`config.mk`:
```
export PLATFORM = sky130hd
export DESIGN_NAME = hmac_sha1_otp_check_top
export DESIGN_NICKNAME = d
export VERILOG_FILES = /design/src/rtl/hotp_pkg.sv /design/src/rtl/hotp_datapath.sv /design/src/rtl/hotp_ctrl.sv /design/src/rtl/hmac_sha1_otp_check_top.sv
export SDC_FILE = /design/constraint.sdc
export NUM_CORES = 2
export LEC_CHECK = 0
export BUFFER_PORTS_ARGS = -buffer_cell sky130_fd_sc_hd__buf_2
export CAP_MARGIN = 40
export CORE_MARGIN = 3
export CORE_UTILIZATION = 25
export DETAILED_ROUTE_END_ITERATION = 7
export PLACE_DENSITY = 0.46
export SLEW_MARGIN = 40
export SYNTH_ARGS = -nofsm -noshare
export SYNTH_HDL_FRONTEND = slang
export SYNTH_HIERARCHICAL = 1
export SYNTH_SLANG_ARGS = --single-unit
export TNS_END_PERCENT = 50
```
`constraint.sdc`:
```
create_clock -name clock -period 9.8 [get_ports clock]
set_clock_uncertainty 0.2 [all_clocks]
set_input_delay 0.49 -clock clock [delete_from_list [all_inputs] [get_ports clock]]
set_output_delay 0.49 -clock clock [all_outputs]
set_load 0.1 [all_outputs]
```
`src/rtl/hotp_pkg.sv`:
```
// ----------------------------------------------------------------------------
// hotp_pkg: shared types and constants
// Command and status structs between controller and datapath, HMAC, OTP and key register constants.
// ----------------------------------------------------------------------------
package hotp_pkg;

   localparam int unsigned KEY_BITS = 160;
   localparam logic [7:0] IPAD_BYTE = 8'h36;
   localparam logic [7:0] OPAD_BYTE = 8'h5c;
   localparam logic [31:0] OTP_MODULUS = 32'd1000000;

   localparam logic [1:0] CSR_KEY0 = 2'd0;
   localparam logic [1:0] CSR_KEY1 = 2'd1;
   localparam logic [1:0] CSR_KEY2 = 2'd2;

   // which of the four compression blocks is loaded
   typedef enum logic [1:0] {
      BLK_IPAD  = 2'd0,
      BLK_MSG   = 2'd1,
      BLK_OPAD  = 2'd2,
      BLK_INNER = 2'd3
   } blk_sel_type;

   typedef struct packed {
      logic        load_item;   // latch factor and candidate
      logic        div_step;    // one divider phase
      logic        init_hash;   // load initial chaining value
      logic        load_block;  // load W window and working vars
      blk_sel_type blk_sel;
      logic        round;       // one SHA-1 round
      logic        finish_block; // add working vars into chaining value
      logic        save_inner;  // keep inner digest
      logic        truncate;    // pick dynamic truncation word
      logic        mod_step;    // one subtract step of the reduction
      logic        result;      // compare and load output register
   } dp_cmd_type;

   typedef struct packed {
      logic div_done;
      logic round_last;
      logic mod_done;
   } dp_status_type;

   function automatic logic [31:0] rotl(input logic [31:0] x, input int unsigned n);
      rotl = (x << n) | (x >> (32 - n));
   endfunction

endpackage

```
`src/rtl/hotp_datapath.sv`:
```
// ----------------------------------------------------------------------------
// hotp_datapath: factor divider, SHA-1 round unit, truncation and reduction
// One SHA-1 round per cycle with a 16-word schedule window.
// ----------------------------------------------------------------------------
module hotp_datapath #(
   parameter int unsigned TIME_STEP = 30
) (
   input  logic                   clock,
   input  logic                   reset,
   input  hotp_pkg::dp_cmd_type   cmd,
   output hotp_pkg::dp_status_type status,
   input  logic [159:0]           key,
   input  logic                   req_kind,
   input  logic [63:0]            req_moving_value,
   input  logic [19:0]            req_candidate_code,
   output logic [19:0]            code,
   output logic                   match
);
   import hotp_pkg::*;

   // remainder holds values below TIME_STEP, at most 4095
   localparam int unsigned REM_BITS = 12;
   localparam int unsigned DIV_SHIFT = 28 + $clog2(TIME_STEP);
   localparam logic [31:0] DIV_RECIP =
      32'(((64'd1 << DIV_SHIFT) + 64'(TIME_STEP) - 64'd1) / 64'(TIME_STEP));

   logic        kind_ff;
   logic [19:0] cand_ff;
   // divider: 16-bit quotient digits shift into factor, one multiply per digit
   logic [63:0] factor_ff, factor_in;
   logic [REM_BITS-1:0] rem_ff, rem_in;
   logic [27:0] num_ff;
   logic [15:0] quo_ff;
   logic [3:0]  div_cnt_ff;
   logic [6:0]  rnd_ff;
   logic [31:0] w_ff [16];
   logic [31:0] a_ff, b_ff, c_ff, d_ff, e_ff;
   logic [31:0] h_ff [5];
   logic [159:0] inner_ff;
   logic [31:0] bin_ff;
   logic [4:0]  mod_cnt_ff;
   logic [19:0] code_ff;
   logic        match_ff;

   logic [511:0] blk;
   logic [159:0] kx;
   logic [31:0]  f, k, t, wn;
   logic [159:0] dig;
   logic [3:0]   off;
   logic [27:0]  n_div;
   logic [59:0]  prod;
   logic [31:0]  mod_sub;

   always_comb begin
      kx = key;
      blk = '0;
      unique case (cmd.blk_sel)
         BLK_IPAD:  blk = {kx ^ {20{IPAD_BYTE}}, {44{IPAD_BYTE}}};
         BLK_OPAD:  blk = {kx ^ {20{OPAD_BYTE}}, {44{OPAD_BYTE}}};
         BLK_MSG:   blk = {factor_ff, 8'h80, 376'd0, 64'd576};
         BLK_INNER: blk = {inner_ff, 8'h80, 280'd0, 64'd672};
         default:   blk = '0;
      endcase
   end

   always_comb begin
      priority if (rnd_ff < 7'd20) begin
         f = (b_ff & c_ff) | (~b_ff & d_ff);
         k = 32'h5A827999;
      end else if (rnd_ff < 7'd40) begin
         f = b_ff ^ c_ff ^ d_ff;
         k = 32'h6ED9EBA1;
      end else if (rnd_ff < 7'd60) begin
         f = (b_ff & c_ff) | (b_ff & d_ff) | (c_ff & d_ff);
         k = 32'h8F1BBCDC;
      end else begin
         f = b_ff ^ c_ff ^ d_ff;
         k = 32'hCA62C1D6;
      end
      t = rotl(a_ff, 5) + f + e_ff + k + w_ff[0];
      wn = rotl(w_ff[13] ^ w_ff[8] ^ w_ff[2] ^ w_ff[0], 1);
      dig = {h_ff[0], h_ff[1], h_ff[2], h_ff[3], h_ff[4]};
      off = dig[3:0];
      // quotient digit of {remainder, next 16 bits} by reciprocal multiply
      n_div = {rem_ff, factor_ff[63:48]};
      prod = 60'(n_div) * 60'(DIV_RECIP);
      factor_in = {factor_ff[47:0], quo_ff};
      rem_in = REM_BITS'(num_ff - 28'(quo_ff) * 28'(TIME_STEP));
      mod_sub = OTP_MODULUS << (mod_cnt_ff[3:0] - 4'd1);
   end

   always_ff @(posedge clock) begin
      if (cmd.load_item) begin
         kind_ff <= req_kind;
         cand_ff <= req_candidate_code;
         factor_ff <= req_moving_value;
         rem_ff <= '0;
         div_cnt_ff <= '0;
      end else if (cmd.div_step) begin
         if (!div_cnt_ff[0]) begin
            num_ff <= n_div;
            quo_ff <= prod[DIV_SHIFT +: 16];
         end else begin
            factor_ff <= factor_in;
            rem_ff <= rem_in;
         end
         div_cnt_ff <= div_cnt_ff + 4'd1;
      end
      if (cmd.init_hash) begin
         h_ff[0] <= 32'h67452301;
         h_ff[1] <= 32'hEFCDAB89;
         h_ff[2] <= 32'h98BADCFE;
         h_ff[3] <= 32'h10325476;
         h_ff[4] <= 32'hC3D2E1F0;
      end
      if (cmd.load_block) begin
         for (int i = 0; i < 16; i++) w_ff[i] <= blk[511-32*i -: 32];
         if (cmd.init_hash) begin
            a_ff <= 32'h67452301; b_ff <= 32'hEFCDAB89; c_ff <= 32'h98BADCFE;
            d_ff <= 32'h10325476; e_ff <= 32'hC3D2E1F0;
         end else begin
            a_ff <= h_ff[0]; b_ff <= h_ff[1]; c_ff <= h_ff[2];
            d_ff <= h_ff[3]; e_ff <= h_ff[4];
         end
         rnd_ff <= '0;
      end else if (cmd.round) begin
         for (int i = 0; i < 15; i++) w_ff[i] <= w_ff[i+1];
         w_ff[15] <= wn;
         e_ff <= d_ff; d_ff <= c_ff; c_ff <= rotl(b_ff, 30); b_ff <= a_ff; a_ff <= t;
         rnd_ff <= rnd_ff + 7'd1;
      end
      if (cmd.finish_block) begin
         h_ff[0] <= h_ff[0] + a_ff; h_ff[1] <= h_ff[1] + b_ff;
         h_ff[2] <= h_ff[2] + c_ff; h_ff[3] <= h_ff[3] + d_ff;
         h_ff[4] <= h_ff[4] + e_ff;
      end
      if (cmd.save_inner) inner_ff <= dig;
      // twelve steps subtract the modulus shifted by 11 down to 0
      if (cmd.truncate) begin
         bin_ff <= {1'b0, dig[159 - 8*off - 1 -: 31]};
         mod_cnt_ff <= 5'd12;
      end else if (cmd.mod_step) begin
         if (bin_ff >= mod_sub) bin_ff <= bin_ff - mod_sub;
         mod_cnt_ff <= mod_cnt_ff - 5'd1;
      end
   end

   always_ff @(posedge clock) begin
      if (reset) begin
         code_ff <= '0;
         match_ff <= 1'b0;
      end else if (cmd.result) begin
         code_ff <= bin_ff[19:0];
         match_ff <= (bin_ff[19:0] == cand_ff);
      end
   end

   assign status = '{div_done:   !kind_ff || (div_cnt_ff == 4'd8),
                     round_last: (rnd_ff == 7'd79),
                     mod_done:   (mod_cnt_ff == 5'd0) && !cmd.truncate};
   assign code = code_ff;
   assign match = match_ff;

endmodule

```
`src/rtl/hotp_ctrl.sv`:
```
// ----------------------------------------------------------------------------
// hotp_ctrl: sequencer for one code check
// Divide, four compression blocks, reduce, hand result out; the top adds truncation.
// ----------------------------------------------------------------------------
module hotp_ctrl (
   input  logic                    clock,
   input  logic                    reset,
   input  logic                    req_valid,
   output logic                    req_ready,
   output logic                    rsp_valid,
   input  logic                    rsp_ready,
   output hotp_pkg::dp_cmd_type    cmd,
   input  hotp_pkg::dp_status_type status
);
   import hotp_pkg::*;

   typedef enum logic [2:0] {
      S_IDLE, S_DIV, S_LOAD, S_ROUND, S_FIN, S_MOD, S_OUT
   } state_type;

   state_type   state_ff;
   blk_sel_type blk_ff;
   logic        rsp_valid_ff;

   assign req_ready = (state_ff == S_IDLE) && !rsp_valid_ff;
   assign rsp_valid = rsp_valid_ff;

   always_comb begin
      cmd = '0;
      cmd.blk_sel = blk_ff;
      unique case (state_ff)
         S_IDLE:  cmd.load_item = req_valid && req_ready;
         S_DIV:   cmd.div_step = !status.div_done;
         S_LOAD: begin
            cmd.load_block = 1'b1;
            cmd.init_hash = (blk_ff == BLK_IPAD) || (blk_ff == BLK_OPAD);
         end
         S_ROUND: cmd.round = 1'b1;
         S_FIN: begin
            cmd.finish_block = 1'b1;
         end
         S_MOD:   cmd.mod_step = !status.mod_done;
         S_OUT:   cmd.result = 1'b1;
         default: cmd = '0;
      endcase
   end

   always_ff @(posedge clock) begin
      if (reset) begin
         state_ff <= S_IDLE;
         blk_ff <= BLK_IPAD;
         rsp_valid_ff <= 1'b0;
      end else begin
         if (rsp_valid_ff && rsp_ready) rsp_valid_ff <= 1'b0;
         unique case (state_ff)
            S_IDLE: if (req_valid && req_ready) begin
               state_ff <= S_DIV;
               blk_ff <= BLK_IPAD;
            end
            S_DIV: if (status.div_done) state_ff <= S_LOAD;
            S_LOAD: state_ff <= S_ROUND;
            S_ROUND: if (status.round_last) state_ff <= S_FIN;
            S_FIN: begin
               // advance to next block; the top level saves the inner digest after the message block
               unique case (blk_ff)
                  BLK_IPAD:  begin blk_ff <= BLK_MSG; state_ff <= S_LOAD; end
                  BLK_MSG:   begin blk_ff <= BLK_OPAD; state_ff <= S_LOAD; end
                  BLK_OPAD:  begin blk_ff <= BLK_INNER; state_ff <= S_LOAD; end
                  BLK_INNER: state_ff <= S_MOD;
                  default:   state_ff <= S_IDLE;
               endcase
            end
            S_MOD: if (status.mod_done) state_ff <= S_OUT;
            S_OUT: begin
               rsp_valid_ff <= 1'b1;
               state_ff <= S_IDLE;
            end
            default: state_ff <= S_IDLE;
         endcase
      end
   end

   property p_no_accept_busy;
      @(posedge clock) disable iff (reset) (state_ff != S_IDLE) |-> !req_ready;
   endproperty
   a_no_accept_busy: assert property (p_no_accept_busy) else $error("accept while busy");

   property p_rsp_hold;
      @(posedge clock) disable iff (reset) (rsp_valid && !rsp_ready) |=> rsp_valid;
   endproperty
   a_rsp_hold: assert property (p_rsp_hold) else $error("result dropped");

   property p_out_free;
      @(posedge clock) disable iff (reset) (state_ff == S_OUT) |-> !rsp_valid_ff;
   endproperty
   a_out_free: assert property (p_out_free) else $error("result overwritten");

endmodule

```
`src/rtl/hmac_sha1_otp_check_top.sv`:
```
// ----------------------------------------------------------------------------
// hmac_sha1_otp_check_top: six-digit HOTP/TOTP code checker
// Key registers, controller and datapath.
// ----------------------------------------------------------------------------
// A counter factor goes from acceptance straight to hashing; a time factor is
// first divided by TIME_STEP (four 16-bit quotient digits, each a reciprocal
// multiply step and a remainder step). Four SHA-1 blocks follow, each a load,
// the rounds and an add, through a single round unit, then one truncation, 12
// reduction steps and the output register. The next item is taken once the
// result is accepted.
module hmac_sha1_otp_check_top #(
   parameter int unsigned TIME_STEP = 30
) (
   input  logic        clock,
   input  logic        reset,
   input  logic        req_valid,
   output logic        req_ready,
   input  logic        req_kind,
   input  logic [63:0] req_moving_value,
   input  logic [19:0] req_candidate_code,
   output logic        rsp_valid,
   input  logic        rsp_ready,
   output logic [19:0] rsp_computed_code,
   output logic        rsp_code_valid,
   input  logic        csr_valid,
   output logic        csr_ready,
   input  logic [1:0]  csr_index,
   input  logic [63:0] csr_data
);
   import hotp_pkg::*;

   logic [63:0] key0_ff, key1_ff;
   logic [31:0] key2_ff;
   dp_cmd_type    cmd;
   dp_status_type status;
   logic save_pulse_ff;

   assign csr_ready = 1'b1;

   always_ff @(posedge clock) begin
      if (reset) begin
         key0_ff <= '0; key1_ff <= '0; key2_ff <= '0;
      end else if (csr_valid) begin
         unique case (csr_index)
            CSR_KEY0: key0_ff <= csr_data;
            CSR_KEY1: key1_ff <= csr_data;
            CSR_KEY2: key2_ff <= csr_data[31:0];
            default: ;
         endcase
      end
   end

   // keep inner digest right after the message block's add
   dp_cmd_type cmd_dp;
   always_comb begin
      cmd_dp = cmd;
      cmd_dp.save_inner = save_pulse_ff;
      cmd_dp.truncate = save_pulse_ff ? 1'b0 : cmd.truncate;
   end

   logic fin_msg_ff, fin_last_ff;
   always_ff @(posedge clock) begin
      if (reset) begin
         save_pulse_ff <= 1'b0; fin_msg_ff <= 1'b0; fin_last_ff <= 1'b0;
      end else begin
         save_pulse_ff <= cmd.finish_block && (cmd.blk_sel == BLK_MSG);
         fin_last_ff <= cmd.finish_block && (cmd.blk_sel == BLK_INNER);
         fin_msg_ff <= fin_last_ff;
      end
   end

   dp_cmd_type cmd_fix;
   always_comb begin
      cmd_fix = cmd_dp;
      cmd_fix.truncate = fin_last_ff;
      cmd_fix.mod_step = cmd_dp.mod_step && !fin_last_ff;
   end

   hotp_ctrl u_ctrl (
      .clock, .reset, .req_valid, .req_ready, .rsp_valid, .rsp_ready,
      .cmd, .status
   );

   hotp_datapath #(.TIME_STEP(TIME_STEP)) u_dp (
      .clock, .reset, .cmd(cmd_fix), .status,
      .key({key0_ff, key1_ff, key2_ff}),
      .req_kind, .req_moving_value, .req_candidate_code,
      .code(rsp_computed_code), .match(rsp_code_valid)
   );

   property p_trunc_order;
      @(posedge clock) disable iff (reset) fin_last_ff |-> !save_pulse_ff;
   endproperty
   a_trunc_order: assert property (p_trunc_order) else $error("truncate overlap");

   property p_last_follow;
      @(posedge clock) disable iff (reset) fin_last_ff |=> fin_msg_ff;
   endproperty
   a_last_follow: assert property (p_last_follow) else $error("pipeline slip");

   property p_busy_hold;
      @(posedge clock) disable iff (reset) save_pulse_ff |-> !req_ready;
   endproperty
   a_busy_hold: assert property (p_busy_hold) else $error("accept mid hash");

endmodule

```
Word-level counts from Yosys, hierarchy flattened
Memories as Yosys holds them, arrays and structs flattened.
Index checks and enable logic that the tools add are counted.
- order comparisons: 4
- bitwise logic cells: 41
- shifts and indexed selects: 2
- $add $sub $neg: 17
- reductions and logical operators: 38
- multiplexer cells: 77
- multipliers: 2
- equality and inequality tests: 22
- operator list (operator ; number):
    512-bit one-hot mux with 4 select lines ; 1
    32-bit two-way mux ; 41
    32-bit adder ; 9
    64-bit two-way mux ; 3
    190-bit by 33-bit variable part select with 31-bit output ; 1
    80-bit NOT ; 2
    32-bit bitwise XOR ; 5
    32-bit bitwise AND ; 4
    31-bit two-way mux ; 4
    32-bit bitwise OR ; 3
    28-bit by 28-bit multiplier with 48-bit output (second input constant) ; 1
    32-bit greater-or-equal comparator ; 1
    32-bit NOT ; 1
    32-bit by 1-bit bitwise OR with 32-bit output ; 1
    32-bit by 30-bit bitwise OR with 32-bit output ; 1
    32-bit by 5-bit bitwise OR with 32-bit output ; 1
    20-bit by 4-bit << shifter with 32-bit output (first input constant) ; 1
    32-bit by 1-bit subtractor with 32-bit output (second input constant) ; 1
    32-bit subtractor ; 1
    1-bit bitwise OR ; 21
    20-bit == test ; 1
    3-bit one-hot mux with 6 select lines ; 1
    1-bit two-way mux ; 17
    16-bit by 4-bit multiplier with 11-bit output (second input constant) ; 1
    36 further kinds ; 80
- memories: 2
- word-level logic and storage cells: 232
- input port bits: 156
- register bits after elaboration: 682
- output and inout bits: 24
- RAM bits: 672
- memories (name ; words ; bits a word ; read ports ; clocked after Yosys merged registers in ; write ports ; line ; text):
    u_dp.w_ff ; 16 ; 32 ; 16 ; 0 ; 16 ; hotp_datapath.sv:36 ; logic [31:0] w_ff [16];
    u_dp.h_ff ; 5 ; 32 ; 5 ; 0 ; 5 ; hotp_datapath.sv:38 ; logic [31:0] h_ff [5];

Depth between registers and ports, before layout
- word-level depth: 12
- depth in mapped cells: 26
- gate-level depth less buffers: 24

Hierarchy
The synthesis kept the hierarchy.
- modules (own cells, without submodules) (module ; area each (sq um) ; times used ; cells each):
    hotp_datapath ; 73327.8 ; 1 ; 6638
    hmac_sha1_otp_check_top ; 6567.5 ; 1 ; 602
    hotp_ctrl ; 503.0 ; 1 ; 62

Worst setup path after synthesis
OpenSTA, ideal clock, no wires.
- path type: register -> register
- from: reg u_ctrl.state_ff[2]
- to: reg u_dp.a_ff[0], enable pin
- setup time: 0.764 ns
- arrival: 9.620 ns
- period minus slack after synthesis: 10.584 ns
- slack: -0.784 ns
- path buffers: 4
- cell stages (with the launch flop): 7
- cells stage by stage: dfxtp_1 > buf_6 > nor3b_1 > clkbuf_1 > clkbuf_1 > buf_1 > or2_2
- RTL lines (item ; line ; text):
    start, declared ; hotp_ctrl.sv:21 ; state_type state_ff;
    start signal, assigned ; hotp_ctrl.sv:50 ; state_ff <= S_IDLE;
    start signal, assigned ; hotp_ctrl.sv:57 ; state_ff <= S_DIV;
    start signal, assigned ; hotp_ctrl.sv:60 ; S_DIV: if (status.div_done) state_ff <= S_LOAD;
    end signal, assigned ; hotp_datapath.sv:122 ; a_ff <= h_ff[0]; b_ff <= h_ff[1]; c_ff <= h_ff[2];
    end, declared ; hotp_datapath.sv:37 ; logic [31:0] a_ff, b_ff, c_ff, d_ff, e_ff;

Worst setup path in the final report
- from: reg u_dp.rnd_ff[4]
- to: reg u_dp.a_ff[30], data pin
- word-level cells in the longest chain between the ends: 10
- elaborated cells between the ends (all ways): 15
- classes of those cells: 4 x add/sub; 3 x order compare; 8 x mux
- ends and longest elaborated chain (item ; line ; text):
    start, declared ; hotp_datapath.sv:35 ; logic [6:0] rnd_ff;
    start signal, assigned ; hotp_datapath.sv:130 ; rnd_ff <= rnd_ff + 7'd1;
    7-bit by 6-bit < comparator with 1-bit output ; hotp_datapath.sv:73 ; end else if (rnd_ff < 7'd60) begin
    32-bit two-way mux ; hotp_datapath.sv:73 ;
    32-bit two-way mux ; hotp_datapath.sv:70 ; end else if (rnd_ff < 7'd40) begin
    32-bit two-way mux ; hotp_datapath.sv:67 ; priority if (rnd_ff < 7'd20) begin
    32-bit adder (2 in a row) ; hotp_datapath.sv:80 ; t = rotl(a_ff, 5) + f + e_ff + k + w_ff[0];
    32-bit adder * (2 in a row) ; hotp_datapath.sv:80 ;
    32-bit two-way mux * ; hotp_datapath.sv:126 ; end else if (cmd.round) begin
    32-bit two-way mux * ; hotp_datapath.sv:116 ; if (cmd.load_block) begin
Mark *: on every way between the ends. The rest lies on a longest branch, timed or not. The select of a mux whose other input is x is not followed.
A chain may end at the register's enable or synchronous reset.

==> impl_results.md <==
- Outcome: complete, no violations
- Clk slew on worst S/H paths: around 60 ps
- Max capacitance violation total: 0
- Least-Margin Pin Slew: 1054 ps
- Largest net degree at the start of global routing: roughly 150
- WL/cell: ~27 um
- CTS tree: yes
- Crit path arrival time: around 7500 ps
- CP Max Fanout: 36
- Die area: 328,400 um2
- Tmin final: 7164 ps
- Reg-to-reg setup timing slack: about 2600 ps
- Antenna-violating nets left: 0
- Yosys Warn Count: 6
- Drt total wl: roughly 320,000 um
- Worst min-delay path startpoint: csr_data[13]
- Floorplan core area: around 320,000 um2
- VDD IR max: 0.2536 mV
- DR vias: about 58,000
- Reg-to-reg endpoint: u_dp/a_ff[30]
- CTS max path bufs: 4
- Routability cong.: approximately 0.94
- Num CTS Buffers: around 170
- Vias per inst: around 4.9
- Initial core utilization: 0.2519
- Fin nets: 8,371
- CP Launch Point: u_dp/rnd_ff[4]
- Total power: roughly 27,000 uW
- CTS H-tree depth: 4
- Final-report hold violation count: 0
- Final Max Tran Viols: 0
- PD cells: slightly below 300 nW/um2
- Launch point of the worst reg-to-reg path: u_dp/rnd_ff[4]
- Slew headroom: 0.2970
- Placed wire-length estimate: around 230,000 um
- Avg Cell Area, Syn: between 10 and 15 um2
- Leak: 0.03541 uW
- RSZ-0062 raised after global routing: no
- Die width: 573.0 um
- Area grow syn2layout: 15.83%
- Row cnt: 207
- Syn Inst Count: ~7,300
- Cells on worst reg2reg path: 23
- Total GRT Usage: 0.1864
- GRT overflow: 0
- CP required: 10,170 ps
- First-pass GRT wire length: 443,700 um
- Period utilization: 0.7310
- CP startpoint kind: flop
- Setup TNS: 0 ps
- Sink Count: 1,354
- Final instance area: 93,100 um2
- IO Pins: 180
- # port buffers: about 180
- Final setup vio count: 0
- Post-CTS setup buffer count: 0
- Layout cell share with drive strength beyond 1: 0.09806
- Die Y: about 570 um
- DR pass1 iterations: 6
- Worst-Skew Late Latency: 870 ps
- HP Class: primary input to flop
- Syn Std Cell Area: ~80,000 um2
- Initial antenna violation count: 32
- Number of global-route vias before repair: approximately 58,000
- Post-Syn Nets: roughly 8,200
- Crit path kind: flop to flop
- Fmax: around 0.14 GHz
- Placed inst area: ~86,000 um2
- Final core occ: 0.2918
- Crit path capture: u_dp/a_ff[30]
- Initial DRC Count: roughly 5,900
- Root Buffer: clkbuf_16
- CP endpoint kind: flop
- Post-route DRC: 0
-- power breakdown --
part	total (uW)	leakage (uW)	switching (uW)	internal, uW
Combinational	12600	0.0210	7360	5250
Sequential	8330	0.0118	939	7390
Clock	6180	0.00258	2630	3560
-- cell usage in the layout, fill, tap and decap left out, types with 216 or more instances in the layout --
cell type	instances
o21ai_0	365
dfxtp_1	216
fa_1	256
nand2b_1	280
ha_1	456
edfxtp_1	1136
inv_1	687
nor2_1	687
nand2_1	381
a21oi_1	361
mux2i_1	277
-- critical path, cell delays in order, from the launching register on --
cell and delay [ps]:
dfxtp_1 510, a41oi_2 350, nand2_1 150, buf_4 410
nand2_1 210, buf_4 310, nor2_1 130, nor2_1 70
fa_1 490, fa_1 490, inv_1 50, fa_1 480
inv_1 40, ha_1 350, a2111oi_0 550, o21ai_0 290
nor3b_1 290, o211ai_1 230, o211ai_1 190, a41oi_1 380
nor3_1 120, or3_1 370, xnor2_1 130, o21ai_0 90
-- metrics by stage --
| stage | worst slack (ps) | std cells | hold slack, ps |
|---|---|---|---|
| after floorplan | 2619 | 7299 | 217.8 |
| after global placement | 2334 | 11460 | 234.9 |
| after detailed placement | 2412 | 11470 | 240.1 |
| after CTS | 2370 | 11910 | 24.84 |
| after global routing | 2050 | 11920 | 22.88 |
| final | 2636 | 11930 | 21.45 |
-- worst min path at each step --
stage | endpoint | slack [ps] | depth (start not counted)
3_3_place_gp | u_dp/rem_ff[0] | 230 | 2
3_5_place_dp | u_dp/rem_ff[0] | 240 | 2
6_report | key0_ff[13] | 20 | 3
5_1_grt | key2_ff[18] | 20 | 3
2_1_floorplan | u_dp/rem_ff[0] | 220 | 2
4_1_cts | key2_ff[18] | 20 | 3
-- metal layers --
metal | wire length (um) | part of all wire | vias up | global-route usage
met5 | 48 | 0.00015 | - | 0
met4 | 17770 | 0.056 | 8 | 0.09026
met3 | 17490 | 0.055 | 482 | 0.02440
met2 | 142800 | 0.45 | 1963 | 0.2947
met1 | 138200 | 0.44 | 29520 | 0.2510
li1 | - | - | 26360 | -
-- registers in the layout (all words and copies together) (netlist names), 7 cells and up --
register,count
u_dp/factor_ff,64
u_dp/w_ff,512
u_dp/d_ff,32
key2_ff,32
u_dp/h_ff,160
u_dp/code,20
u_dp/a_ff,32
u_dp/num_ff,12
u_dp/c_ff,32
u_dp/inner_ff,160
u_dp/bin_ff,32
key1_ff,64
key0_ff,64
u_dp/cand_ff,20
u_dp/b_ff,32
u_dp/rem_ff,12
u_dp/rnd_ff,7
u_dp/quo_ff,16
u_dp/e_ff,32
-- final cells by class --
type	instances	area, um2
diodes	19	47.55
clock buffers	230	4642
clock inverters	68	649.4
flip-flops and latches	1354	38480
repair buffers	416	3363
inverters	693	2601
fillers	33060	226000
multi-input cells	4867	37960
well taps	4284	5360
-- what timing repair did --
action	CTS	global route
resized for setup	0	0
hold buffers	140	1
hold endpoints to repair	204	24
Power figures use the tool's default switching activity.
